`src/rtl/bia_pkg.sv`:
```
package bia_pkg;

    localparam int IDX_W      = 8;
    localparam int BIT_IDX_W  = 3;
    localparam int WORD_BITS  = 8;
    localparam int WORD_IDX_W = IDX_W - BIT_IDX_W;

    localparam int PADDR_W = 4;
    localparam int PDATA_W = 32;

    localparam int RB_W = 8;
    localparam int BC_W = 8;
    localparam int IC_W = 6;
    localparam int FI_W = 6;

    localparam logic [1:0] OP_ALLOC = 2'd0;
    localparam logic [1:0] OP_WRITE = 2'd1;
    localparam logic [1:0] OP_READ  = 2'd2;

    localparam logic MAP_BLOCK = 1'b0;
    localparam logic MAP_INODE = 1'b1;

    localparam logic [1:0] REG_RESERVED_BLOCKS = 2'd0;
    localparam logic [1:0] REG_BLOCK_COUNT     = 2'd1;
    localparam logic [1:0] REG_INODE_COUNT     = 2'd2;
    localparam logic [1:0] REG_FIRST_INODE     = 2'd3;

    localparam logic [RB_W-1:0] RESERVED_BLOCKS_RST = 8'd0;
    localparam logic [BC_W-1:0] BLOCK_COUNT_RST     = 8'd128;
    localparam logic [IC_W-1:0] INODE_COUNT_RST     = 6'd32;
    localparam logic [FI_W-1:0] FIRST_INODE_RST     = 6'd13;

    typedef struct packed {
        logic                  rd_en;
        logic                  wr_en;
        logic [WORD_IDX_W-1:0] word;
        logic [WORD_BITS-1:0]  wr_data;
    } map_req_t;

endpackage

```
`src/rtl/bia_map.sv`:
```
module bia_map #(
    parameter int ENTRIES = 128
) (
    input  logic                           aclk,
    input  logic                           aresetn,
    input  bia_pkg::map_req_t              req,
    output logic [bia_pkg::WORD_BITS-1:0]  rd_data,
    output logic                           ready
);

    localparam int WORDS = (ENTRIES + bia_pkg::WORD_BITS - 1) / bia_pkg::WORD_BITS;
    localparam int AW    = (WORDS > 1) ? $clog2(WORDS) : 1;

    logic [bia_pkg::WORD_BITS-1:0] mem [WORDS];

    logic                             clr_busy_reg;
    logic [AW-1:0]                    clr_addr_reg;
    logic [AW+bia_pkg::WORD_IDX_W-1:0] word_ext;
    logic [AW-1:0]                    req_addr;
    logic                             wr_en;
    logic [AW-1:0]                    wr_addr;
    logic [bia_pkg::WORD_BITS-1:0]    wr_data;
    logic [bia_pkg::WORD_BITS-1:0]    rd_data_reg;

    assign word_ext = {{AW{1'b0}}, req.word};
    assign req_addr = word_ext[AW-1:0];
    assign wr_en    = clr_busy_reg | req.wr_en;
    assign wr_addr  = clr_busy_reg ? clr_addr_reg : req_addr;
    assign wr_data  = clr_busy_reg ? '0 : req.wr_data;
    assign rd_data  = rd_data_reg;
    assign ready    = ~clr_busy_reg;

    // After reset every word is cleared once, one word per cycle.
    always_ff @(posedge aclk) begin
        if (!aresetn) begin
            clr_busy_reg <= 1'b1;
            clr_addr_reg <= '0;
        end else if (clr_busy_reg) begin
            if (clr_addr_reg == AW'(WORDS - 1)) begin
                clr_busy_reg <= 1'b0;
            end else begin
                clr_addr_reg <= clr_addr_reg + 1'b1;
            end
        end
    end

    always_ff @(posedge aclk) begin
        if (wr_en) begin
            mem[wr_addr] <= wr_data;
        end
        if (req.rd_en) begin
            rd_data_reg <= mem[req_addr];
        end
    end

    a_no_req_while_clearing: assert property (@(posedge aclk) disable iff (!aresetn)
        clr_busy_reg |-> !(req.rd_en || req.wr_en))
        else $error("map access during clearing pass");

endmodule

```
`src/rtl/bitmap_block_inode_allocator_top.sv`:
```
// First-fit allocator over a block bitmap and an inode bitmap, each kept eight entries to a
// word in its own memory with a free count beside it. An item allocates the lowest free
// entry of the selected map inside its scan window, or writes or reads one bit. One item is
// in work at a time. A read or write passes through an issue step that reads its word,
// a check step that takes the old bit and writes any change back, and a done step that
// presents the result. An allocation stays in the check step, reading one eight-bit word of
// the map per cycle, until it finds a free entry or reaches the last word of its window (up
// to sixteen words for the default block map). A read or write of an index outside the map
// and an allocation with an empty window skip the memory and go from the issue step
// straight to the done step. An item that finishes while the previous result still waits
// for m_ready stays in its last step until that result is taken. After reset the maps are
// cleared one word per cycle; s_ready stays low during that pass.
module bitmap_block_inode_allocator_top #(
    parameter int BLOCK_ENTRIES = 128,
    parameter int INODE_ENTRIES = 32
) (
    input  logic                          aclk,
    input  logic                          aresetn,

    input  logic                          psel,
    input  logic                          penable,
    input  logic                          pwrite,
    input  logic [bia_pkg::PADDR_W-1:0]   paddr,
    input  logic [bia_pkg::PDATA_W-1:0]   pwdata,
    output logic [bia_pkg::PDATA_W-1:0]   prdata,
    output logic                          pready,

    input  logic                          s_valid,
    output logic                          s_ready,
    input  logic [1:0]                    s_op,
    input  logic                          s_map_sel,
    input  logic [bia_pkg::IDX_W-1:0]     s_entry_index,
    input  logic                          s_bit_value,

    output logic                          m_valid,
    input  logic                          m_ready,
    output logic [bia_pkg::IDX_W-1:0]     m_alloc_index,
    output logic                          m_bit_out,
    output logic [bia_pkg::IDX_W-1:0]     m_free_left,
    output logic                          m_found
);

    localparam int IW  = bia_pkg::IDX_W;
    localparam int BW  = bia_pkg::BIT_IDX_W;
    localparam int WW  = bia_pkg::WORD_IDX_W;
    localparam int DW  = bia_pkg::WORD_BITS;

    localparam int BLK_CNT_W = $clog2(BLOCK_ENTRIES + 1);
    localparam int INO_CNT_W = $clog2(INODE_ENTRIES + 1);
    localparam int BLK_CAP   = (BLOCK_ENTRIES < 255) ? BLOCK_ENTRIES : 255;
    localparam int INO_CAP   = (INODE_ENTRIES < 63) ? INODE_ENTRIES : 63;
    localparam int INO_IDX_CAP = (INODE_ENTRIES < 255) ? INODE_ENTRIES : 255;
    localparam logic [IW-1:0]            BLK_CAP_V = IW'(BLK_CAP);
    localparam logic [bia_pkg::IC_W-1:0] INO_CAP_V = bia_pkg::IC_W'(INO_CAP);
    localparam logic [IW-1:0]            INO_IDX_V = IW'(INO_IDX_CAP);

    typedef enum logic [1:0] {
        S_IDLE,
        S_ISSUE,
        S_CHECK,
        S_DONE
    } state_t;

    state_t state_reg;

    logic [bia_pkg::RB_W-1:0] reserved_blocks_reg;
    logic [bia_pkg::BC_W-1:0] block_count_reg;
    logic [bia_pkg::IC_W-1:0] inode_count_reg;
    logic [bia_pkg::FI_W-1:0] first_inode_reg;

    logic [BLK_CNT_W-1:0] blk_free_reg;
    logic [INO_CNT_W-1:0] ino_free_reg;

    logic [1:0]    op_reg;
    logic          sel_reg;
    logic [IW-1:0] idx_reg;
    logic          val_reg;
    logic [WW-1:0] cur_word_reg;

    logic [IW-1:0] res_alloc_reg;
    logic          res_bit_reg;
    logic          res_found_reg;

    logic          m_valid_reg;
    logic [IW-1:0] m_alloc_index_reg;
    logic          m_bit_out_reg;
    logic [IW-1:0] m_free_left_reg;
    logic          m_found_reg;

    logic cfg_wr;
    logic is_alloc;
    logic is_write;

    logic [IW-1:0]            blk_hi;
    logic [bia_pkg::IC_W-1:0] ino_hi;
    logic [bia_pkg::FI_W-1:0] ino_lo;
    logic [IW:0]              win_lo;
    logic [IW-1:0]            win_hi;
    logic                     win_empty;
    logic [IW-1:0]            lo_pos;
    logic [IW-1:0]            hi_pos;
    logic [WW-1:0]            start_word;
    logic [WW-1:0]            last_word;
    logic                     idx_ok;
    logic [IW-1:0]            idx_pos;
    logic                     go_mem;

    logic [DW-1:0] blk_rd;
    logic [DW-1:0] ino_rd;
    logic [DW-1:0] rd_word;
    logic [DW-1:0] free_mask;
    logic          hit;
    logic [BW-1:0] first_free;
    logic [IW-1:0] hit_index;
    logic          old_bit;
    logic          blk_ready;
    logic          ino_ready;

    logic chk_dec;
    logic chk_inc;

    logic [BLK_CNT_W+IW-1:0] blk_free_ext;
    logic [INO_CNT_W+IW-1:0] ino_free_ext;
    logic [IW-1:0]           free_sel;

    bia_pkg::map_req_t mreq;
    bia_pkg::map_req_t blk_req;
    bia_pkg::map_req_t ino_req;

    assign cfg_wr   = psel & penable & pwrite & pready;
    assign pready   = 1'b1;
    assign is_alloc = (op_reg == bia_pkg::OP_ALLOC);
    assign is_write = (op_reg == bia_pkg::OP_WRITE);

    always_comb begin
        unique case (paddr[3:2])
            bia_pkg::REG_RESERVED_BLOCKS: prdata = bia_pkg::PDATA_W'(reserved_blocks_reg);
            bia_pkg::REG_BLOCK_COUNT:     prdata = bia_pkg::PDATA_W'(block_count_reg);
            bia_pkg::REG_INODE_COUNT:     prdata = bia_pkg::PDATA_W'(inode_count_reg);
            bia_pkg::REG_FIRST_INODE:     prdata = bia_pkg::PDATA_W'(first_inode_reg);
            default:                      prdata = '0;
        endcase
    end

    // Scan window of the selected map, clipped to the map size.
    assign blk_hi     = (block_count_reg < BLK_CAP_V) ? block_count_reg : BLK_CAP_V;
    assign ino_hi     = (inode_count_reg < INO_CAP_V) ? inode_count_reg : INO_CAP_V;
    assign ino_lo     = (first_inode_reg == '0) ? bia_pkg::FI_W'(1) : first_inode_reg;
    assign win_lo     = (sel_reg == bia_pkg::MAP_INODE) ? (IW+1)'(ino_lo)
                                                        : (IW+1)'(reserved_blocks_reg) + 1'b1;
    assign win_hi     = (sel_reg == bia_pkg::MAP_INODE) ? IW'(ino_hi) : blk_hi;
    assign win_empty  = win_lo > {1'b0, win_hi};
    assign lo_pos     = IW'(win_lo - 1'b1);
    assign hi_pos     = win_hi - 1'b1;
    assign start_word = lo_pos[IW-1:BW];
    assign last_word  = hi_pos[IW-1:BW];

    assign idx_ok  = (idx_reg != '0) &&
                     ((sel_reg == bia_pkg::MAP_INODE) ? (idx_reg <= INO_IDX_V)
                                                      : (idx_reg <= BLK_CAP_V));
    assign idx_pos = idx_reg - 1'b1;
    assign go_mem  = is_alloc ? !win_empty : idx_ok;

    assign rd_word = (sel_reg == bia_pkg::MAP_INODE) ? ino_rd : blk_rd;
    assign old_bit = rd_word[idx_pos[BW-1:0]];

    always_comb begin
        logic [IW-1:0] pos;
        pos        = '0;
        free_mask  = '0;
        first_free = '0;
        for (int b = 0; b < DW; b++) begin
            pos          = {cur_word_reg, BW'(b)};
            free_mask[b] = (pos >= lo_pos) && (pos <= hi_pos) && !rd_word[b];
        end
        for (int b = DW - 1; b >= 0; b--) begin
            if (free_mask[b]) begin
                first_free = BW'(b);
            end
        end
    end

    assign hit       = |free_mask;
    assign hit_index = {cur_word_reg, first_free} + 1'b1;

    assign chk_dec = (state_reg == S_CHECK) &&
                     ((is_alloc && hit) || (is_write && !old_bit && val_reg));
    assign chk_inc = (state_reg == S_CHECK) && is_write && old_bit && !val_reg;

    always_comb begin
        mreq = '0;
        unique case (state_reg)
            S_ISSUE: begin
                if (go_mem) begin
                    mreq.rd_en = 1'b1;
                    mreq.word  = is_alloc ? start_word : idx_pos[IW-1:BW];
                end
            end
            S_CHECK: begin
                if (is_alloc) begin
                    if (hit) begin
                        mreq.wr_en   = 1'b1;
                        mreq.word    = cur_word_reg;
                        mreq.wr_data = rd_word | (DW'(1) << first_free);
                    end else if (cur_word_reg != last_word) begin
                        mreq.rd_en = 1'b1;
                        mreq.word  = cur_word_reg + 1'b1;
                    end
                end else if (is_write && (old_bit != val_reg)) begin
                    mreq.wr_en   = 1'b1;
                    mreq.word    = cur_word_reg;
                    mreq.wr_data = rd_word ^ (DW'(1) << idx_pos[BW-1:0]);
                end
            end
            default: begin
            end
        endcase
    end

    always_comb begin
        blk_req       = mreq;
        ino_req       = mreq;
        blk_req.rd_en = mreq.rd_en & (sel_reg == bia_pkg::MAP_BLOCK);
        blk_req.wr_en = mreq.wr_en & (sel_reg == bia_pkg::MAP_BLOCK);
        ino_req.rd_en = mreq.rd_en & (sel_reg == bia_pkg::MAP_INODE);
        ino_req.wr_en = mreq.wr_en & (sel_reg == bia_pkg::MAP_INODE);
    end

    bia_map #(
        .ENTRIES (BLOCK_ENTRIES)
    ) u_blk_map (
        .aclk    (aclk),
        .aresetn (aresetn),
        .req     (blk_req),
        .rd_data (blk_rd),
        .ready   (blk_ready)
    );

    bia_map #(
        .ENTRIES (INODE_ENTRIES)
    ) u_ino_map (
        .aclk    (aclk),
        .aresetn (aresetn),
        .req     (ino_req),
        .rd_data (ino_rd),
        .ready   (ino_ready)
    );

    assign blk_free_ext = {{IW{1'b0}}, blk_free_reg};
    assign ino_free_ext = {{IW{1'b0}}, ino_free_reg};
    assign free_sel     = (sel_reg == bia_pkg::MAP_INODE) ? ino_free_ext[IW-1:0]
                                                          : blk_free_ext[IW-1:0];

    assign s_ready = (state_reg == S_IDLE) && blk_ready && ino_ready;

    always_ff @(posedge aclk) begin
        if (!aresetn) begin
            state_reg           <= S_IDLE;
            m_valid_reg         <= 1'b0;
            blk_free_reg        <= BLK_CNT_W'(BLOCK_ENTRIES);
            ino_free_reg        <= INO_CNT_W'(INODE_ENTRIES);
            reserved_blocks_reg <= bia_pkg::RESERVED_BLOCKS_RST;
            block_count_reg     <= bia_pkg::BLOCK_COUNT_RST;
            inode_count_reg     <= bia_pkg::INODE_COUNT_RST;
            first_inode_reg     <= bia_pkg::FIRST_INODE_RST;
        end else begin
            if (cfg_wr) begin
                unique case (paddr[3:2])
                    bia_pkg::REG_RESERVED_BLOCKS: reserved_blocks_reg <= pwdata[bia_pkg::RB_W-1:0];
                    bia_pkg::REG_BLOCK_COUNT:     block_count_reg     <= pwdata[bia_pkg::BC_W-1:0];
                    bia_pkg::REG_INODE_COUNT:     inode_count_reg     <= pwdata[bia_pkg::IC_W-1:0];
                    bia_pkg::REG_FIRST_INODE:     first_inode_reg     <= pwdata[bia_pkg::FI_W-1:0];
                    default: begin
                    end
                endcase
            end

            if (m_valid_reg && m_ready && (state_reg != S_DONE)) begin
                m_valid_reg <= 1'b0;
            end

            if (sel_reg == bia_pkg::MAP_INODE) begin
                if (chk_dec) begin
                    ino_free_reg <= ino_free_reg - 1'b1;
                end else if (chk_inc) begin
                    ino_free_reg <= ino_free_reg + 1'b1;
                end
            end else begin
                if (chk_dec) begin
                    blk_free_reg <= blk_free_reg - 1'b1;
                end else if (chk_inc) begin
                    blk_free_reg <= blk_free_reg + 1'b1;
                end
            end

            unique case (state_reg)
                S_IDLE: begin
                    if (s_valid && s_ready) begin
                        op_reg        <= s_op;
                        sel_reg       <= s_map_sel;
                        idx_reg       <= s_entry_index;
                        val_reg       <= s_bit_value;
                        res_alloc_reg <= '0;
                        res_bit_reg   <= 1'b0;
                        res_found_reg <= 1'b0;
                        state_reg     <= S_ISSUE;
                    end
                end
                S_ISSUE: begin
                    cur_word_reg <= is_alloc ? start_word : idx_pos[IW-1:BW];
                    state_reg    <= go_mem ? S_CHECK : S_DONE;
                end
                S_CHECK: begin
                    if (is_alloc) begin
                        if (hit) begin
                            res_alloc_reg <= hit_index;
                            res_found_reg <= 1'b1;
                            state_reg     <= S_DONE;
                        end else if (cur_word_reg == last_word) begin
                            state_reg <= S_DONE;
                        end else begin
                            cur_word_reg <= cur_word_reg + 1'b1;
                        end
                    end else begin
                        res_bit_reg <= old_bit;
                        state_reg   <= S_DONE;
                    end
                end
                S_DONE: begin
                    if (!m_valid_reg || m_ready) begin
                        m_alloc_index_reg <= res_alloc_reg;
                        m_bit_out_reg     <= res_bit_reg;
                        m_found_reg       <= res_found_reg;
                        m_free_left_reg   <= free_sel;
                        m_valid_reg       <= 1'b1;
                        state_reg         <= S_IDLE;
                    end
                end
                default: begin
                    state_reg <= S_IDLE;
                end
            endcase
        end
    end

    assign m_valid       = m_valid_reg;
    assign m_alloc_index = m_alloc_index_reg;
    assign m_bit_out     = m_bit_out_reg;
    assign m_free_left   = m_free_left_reg;
    assign m_found       = m_found_reg;

    a_rd_wr_exclusive: assert property (@(posedge aclk) disable iff (!aresetn)
        !(mreq.rd_en && mreq.wr_en))
        else $error("map read and write in the same cycle");

    a_found_matches_index: assert property (@(posedge aclk) disable iff (!aresetn)
        m_valid |-> (m_found == (m_alloc_index != '0)))
        else $error("found flag disagrees with allocated index");

    a_free_within_capacity: assert property (@(posedge aclk) disable iff (!aresetn)
        (blk_free_reg <= BLK_CNT_W'(BLOCK_ENTRIES)) &&
        (ino_free_reg <= INO_CNT_W'(INODE_ENTRIES)))
        else $error("free count above map capacity");

    a_count_changes_in_check: assert property (@(posedge aclk) disable iff (!aresetn)
        (state_reg != S_CHECK) |=> ($stable(blk_free_reg) && $stable(ino_free_reg)))
        else $error("free count changed outside the update step");

    a_result_from_done: assert property (@(posedge aclk) disable iff (!aresetn)
        $rose(m_valid) |-> $past(state_reg == S_DONE))
        else $error("result issued without a finished item");

endmodule

```
`config.mk`:
```
export PLATFORM = sky130hd
export DESIGN_NAME = bitmap_block_inode_allocator_top
export DESIGN_NICKNAME = d
export VERILOG_FILES = /design/src/rtl/bia_pkg.sv /design/src/rtl/bia_map.sv /design/src/rtl/bitmap_block_inode_allocator_top.sv
export SDC_FILE = /design/constraint.sdc
export NUM_CORES = 1
export LEC_CHECK = 0
export BUFFER_PORTS_ARGS = -buffer_cell sky130_fd_sc_hd__buf_2
export CORE_UTILIZATION = 66
export CTS_CLUSTER_SIZE = 20
export DETAILED_ROUTE_END_ITERATION = 10
export PLACE_DENSITY = 0.83
export SLEW_MARGIN = 20
export SYNTH_ARGS = -nofsm -noshare
export SYNTH_HDL_FRONTEND = slang
export SYNTH_SLANG_ARGS = --single-unit
```
`constraint.sdc`:
```
create_clock -name aclk -period 18.7 [get_ports aclk]
set_input_delay 1.87 -clock aclk [delete_from_list [all_inputs] [get_ports aclk]]
set_output_delay 1.87 -clock aclk [all_outputs]
set_load 0.005 [all_outputs]
```
Yosys cells after proc, flatten, opt, wreduce, memory -nomap -nowiden
Memories as Yosys holds them, arrays and structs flattened. A register that Yosys moved wholly into a read port is not among the register bits.
Index checks and enable logic that the tools add are counted.
{"block": "classes", "shift": 2, "n_eq_ne": 21, "n_addsub": 12, "n_mux": 76, "bitwise": 15, "order_cmp": 22, "n_reduce_logical": 67}
{"op": "32-bit one-hot mux with 4 select lines", "count": 1}
{"op": "8-bit two-way mux", "count": 12}
{"op": "8-bit >= comparator", "count": 8}
{"op": "8-bit <= comparator", "count": 8}
{"op": "8-bit by 1-bit subtractor with 8-bit output, second input constant", "count": 4}
{"op": "1-bit logical AND", "count": 30}
{"op": "5-bit two-way mux", "count": 6}
{"op": "6-bit two-way mux", "count": 5}
{"op": "14-bit two-way mux", "count": 2}
{"op": "1-bit two-way mux", "count": 25}
{"op": "3-bit two-way mux", "count": 8}
{"op": "8-bit by 1-bit adder with 8-bit output, second input constant", "count": 2}
{"op": "8-bit one-hot mux with 2 select lines", "count": 1}
{"op": "2-bit AND reduction", "count": 8}
{"op": "1-bit by 3-bit << shifter with 8-bit output, first input constant", "count": 2}
{"op": "2-bit != test, second input constant", "count": 7}
{"op": "1-bit zero test", "count": 12}
{"op": "2-bit two-way mux", "count": 6}
{"op": "2-bit equality test, second input constant", "count": 5}
{"op": "5-bit one-hot mux with 2 select lines", "count": 1}
{"op": "5-bit AND reduction", "count": 2}
{"op": "8-bit by 1-bit adder with 9-bit output, second input constant", "count": 1}
{"op": "9-bit by 8-bit greater-than comparator with 1-bit output", "count": 1}
{"op": "9-bit two-way mux", "count": 1}
{"op": "other kinds (35)", "count": 57}
{"block": "word_totals", "memories": 2, "regBits": 98, "ram_bits": 160, "output_inout_bits": 53}
{"name": "u_blk_map.mem", "depth": 16, "width": 8, "rd": 1, "rd_clocked_by_memory_dff": 1, "wr": 1, "line": "bia_map.sv:14", "source": "logic [bia_pkg::WORD_BITS-1:0] mem [WORDS];"}
{"name": "u_ino_map.mem", "depth": 4, "width": 8, "rd": 1, "rd_clocked_by_memory_dff": 1, "wr": 1, "line": "bia_map.sv:14"}

Depth between registers and ports, before layout
Gate-level depths: netlist of run 1.
{"block": "depth", "ltp_word": 24, "depth_mapped": 32, "ltp_nobuf": 29}

Cells and area by module
Synthesis of run 1 repeated with hierarchy kept, for this count alone.
{"block": "unflattened", "hier_cells": 1143, "hier_area_um2": 14249.9}
{"mod": "bitmap_block_inode_allocator_top", "seq_area_each_um2": 2252.2, "instances": 1, "area_each_um2": 7011.7, "cells_per_inst": 772}
{"mod": "bia_map at u_blk_map", "seq_area_each_um2": 4184.0, "instances": 1, "area_each_um2": 5591.6, "cells_per_inst": 289}
{"mod": "bia_map at u_ino_map", "seq_area_each_um2": 1261.2, "instances": 1, "area_each_um2": 1646.6, "cells_per_inst": 82}

Worst setup path after synthesis of run 1
OpenSTA, ideal clock, no wires.
{"block": "synth_timing", "path_kind": "reg2reg", "startpoint": "reg sel_reg", "endpoint": "reg blk_free_reg[7]", "n_path_buf": 6, "setup_slack_ns": 12.152, "required_ns": 18.637, "setup_time_ns": 0.063, "arrival_time_ns": 6.486, "path_stages_with_launch": 33, "path_cell_list": "edfxtp_1 -> buf_6 -> buf_8 -> buf_6 -> buf_2 -> buf_1 -> nor3b_1 -> a31oi_1 -> ha_1 -> nand3_1 -> xnor2_1 -> ha_1 -> and4_1 -> and2_1 -> o21a_4 -> or3b_4 -> o21a_1 -> a2111o_1 -> and4_4 -> buf_6 -> a21oi_1 -> o21ai_1 -> inv_1 -> ha_1 -> a21o_1 -> a21o_1 -> a21o_1 -> a21oi_1 -> o21bai_1 -> a21oi_1 -> xnor2_1 -> or3_1 -> nand3_1"}
{"block": "synth_via", "elab_chain_cells": 11}
{"item": "start, declared", "line": "bitmap_block_inode_allocator_top.sv:75", "source": "logic sel_reg;"}
{"item": "start signal, assigned", "line": "bitmap_block_inode_allocator_top.sv:300", "source": "sel_reg <= s_map_sel;"}
{"item": "9-bit two-way mux / 8-bit two-way mux (equally long branches)", "line": "bitmap_block_inode_allocator_top.sv:149, bitmap_block_inode_allocator_top.sv:151"}
{"item": "8-bit by 1-bit subtractor with 8-bit output (on tied branches)", "line": "bitmap_block_inode_allocator_top.sv:153, bitmap_block_inode_allocator_top.sv:154"}
{"item": "8-bit >= comparator / 8-bit <= comparator (equally long branches)", "line": "bitmap_block_inode_allocator_top.sv:174", "source": "free_mask[b] = (pos >= lo_pos) && (pos <= hi_pos) && !rd_word[b];"}
{"item": "1-bit logical AND (2 in a row)", "line": "bitmap_block_inode_allocator_top.sv:174"}
{"item": "8-bit OR reduction", "line": "bitmap_block_inode_allocator_top.sv:183", "source": "assign hit = |free_mask;"}
{"item": "1-bit logical AND", "line": "bitmap_block_inode_allocator_top.sv:187", "source": "((is_alloc && hit) || (is_write && !old_bit && val_reg));"}
{"item": "1-bit logical OR", "line": "bitmap_block_inode_allocator_top.sv:187"}
{"item": "1-bit logical AND", "line": "bitmap_block_inode_allocator_top.sv:186", "source": "assign chk_dec = (state_reg == S_CHECK) &&"}
{"item": "2-bit nonzero test (no source line)"}
{"item": "2-bit AND reduction (no source line)"}
{"item": "end signal, assigned", "line": "bitmap_block_inode_allocator_top.sv:260", "source": "blk_free_reg <= BLK_CNT_W'(BLOCK_ENTRIES);"}
{"item": "end signal, assigned", "line": "bitmap_block_inode_allocator_top.sv:290", "source": "blk_free_reg <= blk_free_reg - 1'b1;"}
{"item": "end signal, assigned", "line": "bitmap_block_inode_allocator_top.sv:292", "source": "blk_free_reg <= blk_free_reg + 1'b1;"}
{"item": "end, declared", "line": "bitmap_block_inode_allocator_top.sv:71", "source": "logic [BLK_CNT_W-1:0] blk_free_reg;"}
Several ways; a longest one is shown, not always the timed one. The select of a mux whose other input is x is not followed.
A chain may end at the register's enable or synchronous reset.

Final worst setup path of run 1
Same ends and word-level chain as after synthesis.

==> qor.csv, run 1 <==
metric;value;unit
status;finished, final reports clean;
hpwl;24820;um
ys_top_cells_by_area;edfxtp_1, dfxtp_1, mux2i_1;
cp.required;19.17;ns
rsz0062_at_grt;no;
r2r_cells;27;
yosysTopAreaCellShare;0.4503;
power.density;93.63;nW/um^2
max_freq;127.1;MHz
multi_input_area;6491;sq um
p_total;1.500;mW
post_cts_buffers;0;
criticalPathCategory;reg -> reg;
avgRoutedWirePerCell;21.79;um
io_pins;108;
nets;1432;
drt-vias-per-instance;6.604;
fillers;1455;
grt_pass1_vias;10187;
crit_fanout;58;
period_share;0.4207;
layout-drive-gt1-share;0.1299;
cts_tree;done;
antenna_found_initial;0;
worstMarginPinSlew;1.111;ns
comb_power_share;0.130;
ctsHoldBuffers;0;
first_pass_iters;5;
synth_enable_flop_cells;221;
cap_violations;0;
syn_area;14740;sq um
initial_core_util;0.6733;
pwr-share-clk;0.385;
drt-total-wl;35450;um
leakagePower;5.866;nW
h-tree-depth;1;
finalSetupViolations;0;
synthArstFlopShare;0;
sw_frac_of_total;0.2483;
r2r_end;blk_free_reg[7]$_SDFFE_PN1P_;
synth.avg_cell_area;11.39;sq um
place.gp.congestion;0.9944;
detail-route-antenna-nets;0;
syn_inst;1294;
clk_latency;0.55;ns
grt-ovfl-total;0;
synth_seq_cells;274;
initialDrtViolationCount;1201;
top_regs;u_blk_map.mem (128), u_ino_map.mem (32);
yosys.area.top_type;edfxtp_1;
routed.top_layer;met4;
regToRegSetupSlack;10.83;ns
critPathArrivalTime;8.33;ns
syn2layout_area_growth;8.701;%
yosys_warnings;0;
yosysUniqueCellTypes;108;
ir_drop;0.07803;mV
ys.flop_type;edfxtp_1;
critPathLaunchType;flop;
ctsResizeCount;0;
met3_wirelength;3104;um
ys_seq_area_frac;0.5222;
drc;0;
largest_reg_flops;128;
clock_path_buffers;3;
grt_usage;0.3163;
max-slew-margin-rel;0.2595;
clk_pin_slew_worst_paths;0.07;ns
worstHoldStart;res_alloc_reg[5]$_SDFFCE_PN0P_;
m1WireLength;14400;um
grt_pass1_wl;54800;um
vias;10745;
cts_root_buffer;clkbuf_16;
hold_class;reg -> reg;
hold_viol_final;0;
die_height;151.4;um
maxSlewViolCount;0;
yosysMostFrequentCell;edfxtp_1;
port_buffers;56;
top_register;u_blk_map.mem;
core;21890;sq um
numClockSinks;274;
end_kind;flop;
routed-wl-met2;16350;um
synth.top_cells.by_count;edfxtp_1, nor2_1, nand2_1, mux2i_1, a21oi_1;
r2r-start;sel_reg$_DFFE_PP_;
seq_power_share;0.485;
hold_path_depth;0;
p_sw;372.5;uW
rows;54;
numCtsBuffers;28;
fp.dieArea;22930;sq um
finalCriticalPeriod;7.867;ns
num_antenna_cells;0;
fin_skew;0.02528;ns
fin_tns_setup;0;ns
hold_end;m_alloc_index[5]$_DFFE_PP_;
chipWidth;151.4;um
seqCellArea;7697;sq um
p_int;1.128;mW
grt_max_degree;59;
## per-stage QoR
step	hold WS (ns)	instances	setup WS, ns	util	cell area (sq um)
after global placement	0.4086	1575	11.09	0.6860	15020
after CTS	0.4258	1627	10.90	0.7303	15990
after floorplan	0.4003	1317	12.15	-	14830
final	0.4259	1627	10.83	0.7319	16020
after global routing	0.4398	1627	10.28	0.7319	16020
after detailed placement	0.4080	1575	10.97	0.6860	15020
## worst max-delay path by stage
stage,start,to,cells after the start
6_report,sel_reg$_DFFE_PP_,blk_free_reg[7]$_SDFFE_PN1P_,27
5_1_grt,sel_reg$_DFFE_PP_,blk_free_reg[7]$_SDFFE_PN1P_,27
4_1_cts,sel_reg$_DFFE_PP_,u_blk_map.mem[1][3]$_DFFE_PP_,19
3_5_place_dp,sel_reg$_DFFE_PP_,u_blk_map.mem[1][4]$_DFFE_PP_,19
3_3_place_gp,sel_reg$_DFFE_PP_,blk_free_reg[7]$_SDFFE_PN1P_,27
2_1_floorplan,sel_reg$_DFFE_PP_,blk_free_reg[7]$_SDFFE_PN1P_,32
## layer usage
layer  vias up  global-route usage
li1       4918                   -
met1      5168              0.4373
met2       562              0.4954
met3        97             0.04699
met4         0              0.1410
met5         -                   0
## cells in the final DEF, fill, tap and decap left out, types with 41 or more instances in the layout
master / n
a21oi_1: 66
buf_2: 56
dfxtp_1: 53
edfxtp_1: 221
ha_1: 50
inv_1: 41
mux2i_1: 67
nand2_1: 103
nand3_1: 45
nor2_1: 109
o21ai_0: 41
## area by class of cell
type | count | area share
well taps | 280 | 0.02187
inverters | 44 | 0.01031
flip-flops and latches | 274 | 0.4804
repair buffers | 65 | 0.02171
clock buffers | 44 | 0.05061
clock inverters | 8 | 0.009918
multi-input cells | 912 | 0.4052
## kinds of logic after synthesis
family,Yosys count,synth area share
buffers and inverters,131,0.04779
multiplexers,83,0.06384
XOR/XNOR,43,0.02878
other,2,0.0005095
AO/OA/AOI/OAI,314,0.1576
AND/OR/NAND/NOR,395,0.1340
adder cells (fa/ha/maj),52,0.04516
flip-flops,274,0.5222
## power by group through the flow
stage	sequential, mW	combinational [mW]	clock, mW
after floorplan	0.729	0.146	0
after global placement	0.736	0.183	0
after detailed placement	0.739	0.189	0
after CTS	0.726	0.191	0.583
after global routing	0.730	0.213	0.605
final	0.727	0.196	0.577
## critical path, stage by stage (launching register included)
cell      delay, ns
edfxtp_1       0.32
buf_4          0.53
inv_1          0.49
a21oi_1        0.50
and3_1         0.26
nand3_1        0.10
xnor2_1        0.16
ha_1           0.32
and4_1         0.30
and2_1         0.27
o211a_1        0.20
mux2i_1        0.36
o22ai_1        0.15
nand3_1        0.18
o211a_2        0.45
a21oi_1        0.11
o21ai_1        0.67
inv_1          0.40
ha_1           0.38
a21o_1         0.18
a21o_1         0.19
a21o_1         0.17
a21oi_1        0.23
o21bai_1       0.10
a21oi_1        0.18
xnor2_1        0.09
or3_1          0.33
nand3_1        0.09
Power figures use the tool's default switching activity.
==> run 2, diff against run 1 <==
--- a/config.mk
+++ b/config.mk
@@ -5,11 +5,12 @@
 export SDC_FILE = /design/constraint.sdc
 export NUM_CORES = 1
 export LEC_CHECK = 0
+export ABC_AREA = 1
 export BUFFER_PORTS_ARGS = -buffer_cell sky130_fd_sc_hd__buf_2
-export CORE_UTILIZATION = 66
+export CORE_UTILIZATION = 61
 export CTS_CLUSTER_SIZE = 20
 export DETAILED_ROUTE_END_ITERATION = 10
-export PLACE_DENSITY = 0.83
+export PLACE_DENSITY = 0.78
 export SLEW_MARGIN = 20
 export SYNTH_ARGS = -nofsm -noshare
 export SYNTH_HDL_FRONTEND = slang
==> constraint.sdc (replaced) <==
create_clock -name aclk -period 8.2 [get_ports aclk]
set_input_delay 0.82 -clock aclk [delete_from_list [all_inputs] [get_ports aclk]]
set_output_delay 0.82 -clock aclk [all_outputs]
set_load 0.005 [all_outputs]
==> qor.csv, run 2 <==
metric;value;unit
nets;1788;
period_share;0.8116;
worstMarginPinSlew;0.9068;ns
cp_top_family;simple AND/OR/NAND/NOR gates;
cp.buffers_inverters;7;
rows;56;
syn_inst;1631;
r2r-start;sel_reg$_DFFE_PP_;
ctsResizeCount;0;
final_cell_mix;nand2_1, edfxtp_1, inv_1;
yosys.area.top_type;edfxtp_1;
die_height;156.8;um
seq_power_share;0.446;
grt.met3_usage;0.03822;
drt-vias-per-instance;5.583;
cp_common_cell;inv_1;
synthArstFlopShare;0;
finalCriticalPeriod;6.655;ns
largest_reg_flops;128;
numClockSinks;274;
pwr-share-clk;0.350;
avgRoutedWirePerCell;16.66;um
slowest_stage;nor2_1;
antenna_found_initial;0;
max-slew-margin-rel;0.3955;
regToRegSetupSlack;1.54;ns
max_freq;150.3;MHz
grt_pass1_wl;53390;um
grt-ovfl-total;0;
yosysUniqueCellTypes;61;
numCtsBuffers;28;
leakagePower;6.724;nW
synth.top_cells.by_count;nand2_1, edfxtp_1, inv_1, nand3_1, nor2_1;
post_cts_buffers;0;
drc;0;
ys_top_cells_by_area;edfxtp_1, nand2_1, dfxtp_1;
yosysTopAreaCellShare;0.4540;
synth_seq_cells;274;
layout-drive-gt1-share;0.1145;
critPathLaunchType;flop;
num_antenna_cells;0;
end_kind;flop;
hold_viol_final;0;
maxSlewViolCount;0;
io_pins;108;
fp.dieArea;24580;sq um
rsz0062_at_grt;no;
clock_path_buffers;3;
place.gp.congestion;0.9447;
hold_path_depth;0;
port_buffers;56;
power.density;235.4;nW/um^2
cts_root_buffer;clkbuf_16;
cts_tree;done;
clk_latency;0.58;ns
sw_frac_of_total;0.3012;
ys_seq_area_frac;0.5266;
hpwl;23280;um
p_int;2.643;mW
fin_skew;0.03629;ns
mostFrequentLayoutCell;nand2_1;
grt_pass1_vias;10414;
status;finished, final reports clean;
top_register;u_blk_map.mem;
slowest_delay;0.68;ns
gr-usage-met2;0.4849;
hold_class;reg -> reg;
ys.flop_type;edfxtp_1;
r2r_cells;31;
grt_max_degree;82;
h-tree-depth;1;
syn_area;14620;sq um
critPathArrivalTime;6.86;ns
comb_power_share;0.205;
cap_violations;0;
yosysMostFrequentCell;nand2_1;
worstHoldStart;res_alloc_reg[1]$_SDFFCE_PN0P_;
top_usage_layer;met2;
r2r_end;u_blk_map.mem[2][6]$_DFFE_PP_;
cp.required;8.40;ns
drt-total-wl;33680;um
finalSetupViolations;0;
finish.utilization;0.6846;
first_pass_iters;6;
initial_core_util;0.6227;
yosys_warnings;0;
synth.avg_cell_area;8.962;sq um
grtUsageMet1;0.3602;
chipWidth;156.8;um
grt_usage;0.2823;
p_sw;1.139;mW
dp_cells;1970;
fin_tns_setup;0;ns
hold_end;m_alloc_index[1]$_DFFE_PP_;
crit_fanout;42;
detail-route-antenna-nets;0;
synth_enable_flop_cells;221;
syn2layout_area_growth;9.939;%
clk_pin_slew_worst_paths;0.06;ns
initialDrtViolationCount;1148;
ctsHoldBuffers;0;
core;23470;sq um
vias;11289;
criticalPathCategory;reg -> reg;
final_cells;2022;
top_regs;u_blk_map.mem (128), u_ino_map.mem (32);
ir_drop;0.1966;mV
## run 2: worst reg2reg max path: cells and delay by family (launching register included)
| family | cells | cell delay [ns] |
|---|---|---|
| AO/OA/AOI/OAI | 6 | 1.28 |
| XOR/XNOR | 1 | 0.16 |
| adder cells (fa/ha/maj) | 2 | 0.48 |
| buffers and inverters | 7 | 0.99 |
| flip-flops | 1 | 0.40 |
| AND/OR/NAND/NOR | 15 | 3.01 |
## run 2: final cells by class
cell class              count  area [sq um]
flip-flops and latches    274          7697
fillers                  1775          7403
multi-input cells        1074          5739
inverters                 232         870.8
clock buffers              35         726.9
well taps                 319         399.1
repair buffers             71         392.9
clock inverters            17         242.7
## run 2: layer usage
metal	vias to the layer above	wire [um]
li1	5533	-
met2	459	16580
met4	0	1288
met3	87	2310
met5	-	0
met1	5210	13500
## run 2: power groups by stage
stage | registers, mW | logic [mW] | clock network (mW)
CTS | 1.68 | 0.765 | 1.33
global placement | 1.71 | 0.744 | 0
global route | 1.70 | 0.857 | 1.39
finish | 1.69 | 0.775 | 1.32
detailed placement | 1.71 | 0.757 | 0
floorplan | 1.70 | 0.571 | 0
## run 2: worst max path at each step
stage                                  from                             to  slack, ns  depth (start not counted)
after detailed placement  sel_reg$_DFFE_PP_  u_blk_map.mem[7][1]$_DFFE_PP_       1.34                         29
after global routing      sel_reg$_DFFE_PP_  u_blk_map.mem[2][0]$_DFFE_PP_       0.85                         31
after global placement    sel_reg$_DFFE_PP_  u_blk_map.mem[5][1]$_DFFE_PP_       1.35                         30
after CTS                 sel_reg$_DFFE_PP_  u_blk_map.mem[7][2]$_DFFE_PP_       1.34                         29
after floorplan           sel_reg$_DFFE_PP_   blk_free_reg[6]$_SDFFE_PN0P_       2.72                         34
final                     sel_reg$_DFFE_PP_  u_blk_map.mem[2][6]$_DFFE_PP_       1.54                         31
## run 2: per-stage QoR
| stage | hold slack [ns] | total power, mW | setup slack (ns) | instance area, sq um |
|---|---|---|---|---|
| 2_1_floorplan | 0.4003 | 2.267 | 2.716 | 14700 |
| 3_3_place_gp | 0.4004 | 2.453 | 1.353 | 15070 |
| 3_5_place_dp | 0.4057 | 2.470 | 1.344 | 15080 |
| 4_1_cts | 0.4198 | 3.784 | 1.344 | 16050 |
| 5_1_grt | 0.4288 | 3.940 | 0.8486 | 16070 |
| 6_report | 0.4158 | 3.782 | 1.545 | 16070 |
## run 2: kinds of logic after synthesis
family                     synth area share
AOI/OAI and AO/OA                    0.1097
xor gates and xnor gates            0.01738
adders and majority gates           0.04554
buffers and inverters               0.08868
DFF                                  0.5266
muxes                             0.0006848
other                             0.0005138
and+or+nand+nor                      0.2109
==> run 3, diff against run 2 <==
==> constraint.sdc (replaced) <==
create_clock -name aclk -period 6.8 [get_ports aclk]
set_input_delay 0.68 -clock aclk [delete_from_list [all_inputs] [get_ports aclk]]
set_output_delay 0.68 -clock aclk [all_outputs]
set_load 0.005 [all_outputs]
==> qor.csv, run 3 (synthesis gave the netlist of run 2 again) <==
metric;value;unit
drt-total-wl;33470;um
core;23470;sq um
cts_root_buffer;clkbuf_16;
drc;0;
cap_violations;0;
max-slew-margin-rel;0.3090;
top_regs;u_blk_map.mem (128), u_ino_map.mem (32);
criticalPathCategory;reg -> reg;
hold_end;op_reg[0]$_DFFE_PP_;
num_antenna_cells;0;
end_kind;flop;
syn2layout_area_growth;10.49;%
h-tree-depth;1;
maxSlewViolCount;0;
ctsHoldBuffers;0;
hold_path_depth;1;
numClockSinks;274;
detail-route-antenna-nets;0;
cp_top_family;simple AND/OR/NAND/NOR gates;
fin_skew;0.03059;ns
cts_tree;done;
rows;56;
r2r-start;sel_reg$_DFFE_PP_;
critPathLaunchType;flop;
top_register;u_blk_map.mem;
period_share;0.8968;
regToRegSetupSlack;0.70;ns
clock_path_buffers;3;
worstHoldStart;s_op[0];
hpwl;23210;um
port_buffers;56;
first_pass_iters;6;
leakagePower;6.768;nW
status;finished, final reports clean;
drt-vias-per-instance;5.532;
chipWidth;156.8;um
initialDrtViolationCount;953;
ctsResizeCount;0;
largest_reg_flops;128;
fin_area;16150;sq um
clk_latency;0.58;ns
mostFrequentLayoutCell;nand2_1;
worstMarginPinSlew;1.033;ns
placed_cell_area;15110;sq um
r2r_cells;33;
r2r_end;u_blk_map.mem[6][3]$_DFFE_PP_;
grt_max_degree;81;
cp.depth;33;
grt_pass1_wl;53340;um
rsz0062_at_grt;no;
fin_tns_setup;0;ns
hold_class;in -> reg;
crit_fanout;42;
place.gp.congestion;0.9394;
io_pins;108;
avgRoutedWirePerCell;16.50;um
post-place-ws;0.7747;ns
nets;1794;
ir_drop;0.3614;mV
worst_slack;0.7020;ns
layout-drive-gt1-share;0.1175;
critPathArrivalTime;6.28;ns
cp.buffers_inverters;8;
numCtsBuffers;29;
grt_usage;0.2795;
antenna_found_initial;0;
final_cell_mix;nand2_1, edfxtp_1, inv_1;
hold_viol_final;0;
slowest_delay;0.61;ns
cp_common_cell;inv_1;
slowest_stage;nor2_1;
grt-ovfl-total;0;
initial_core_util;0.6227;
finalCriticalPeriod;6.098;ns
fin_hold_ws;0.2770;ns
power.density;287.1;nW/um^2
clk_pin_slew_worst_paths;0.06;ns
finalSetupViolations;0;
fp.dieArea;24580;sq um
fillers;1799;
die_height;156.8;um
final_cells;2029;
grt_pass1_vias;10625;
vias;11224;
dp_cells;1975;
post_cts_buffers;0;
max_freq;164.0;MHz
cp.required;6.98;ns
[run 3: per-stage QoR]
step	power (mW)	util
2_1_floorplan	2.734	-
6_report	4.637	0.6881
3_5_place_dp	2.975	0.6438
5_1_grt	4.824	0.6881
3_3_place_gp	2.949	0.6438
4_1_cts	4.639	0.6875
[run 3: worst max path at each step]
stage / startpoint / endpoint
final: sel_reg$_DFFE_PP_ / u_blk_map.mem[6][3]$_DFFE_PP_
after global routing: sel_reg$_DFFE_PP_ / u_blk_map.mem[10][5]$_DFFE_PP_
after global placement: sel_reg$_DFFE_PP_ / blk_free_reg[6]$_SDFFE_PN0P_
after detailed placement: sel_reg$_DFFE_PP_ / blk_free_reg[6]$_SDFFE_PN0P_
after CTS: sel_reg$_DFFE_PP_ / u_blk_map.mem[6][7]$_DFFE_PP_
after floorplan: sel_reg$_DFFE_PP_ / blk_free_reg[6]$_SDFFE_PN0P_
[run 3: power breakdown]
group | switching [mW] | leakage [nW] | internal, mW | total, mW
Combinational | 0.667 | 3.74 | 0.266 | 0.933
Clock | 0.652 | 0.482 | 1.02 | 1.67
Sequential | 0.0566 | 2.54 | 1.97 | 2.03
Total | 1.38 | 6.77 | 3.26 | 4.64
[run 3: area by class of cell]
class	instances	area, sq um	area share
Clock buffer	36	752.0	0.04656
Clock inverter	18	274.0	0.01697
Inverter	232	870.8	0.05392
Multi-Input combinational cell	1074	5727	0.3546
Sequential cell	274	7697	0.4766
Tap cell	319	399.1	0.02471
Timing Repair Buffer	76	430.4	0.02665
[run 3: worst register-to-register path, delay by kind of cell (launching register included)]
family          cells  cell delay (ns)
flops               1             0.36
simple gates       15             2.71
buf+inv             8             0.84
xor+xnor            1             0.16
compound gates      7             1.16
fa+ha+maj           2             0.47
[run 3: layer usage]
layer,global-route usage,wire (um)
met1,0.3554,13940
met2,0.4806,16380
met4,0.1246,1101
met3,0.03102,2041
met5,0,0
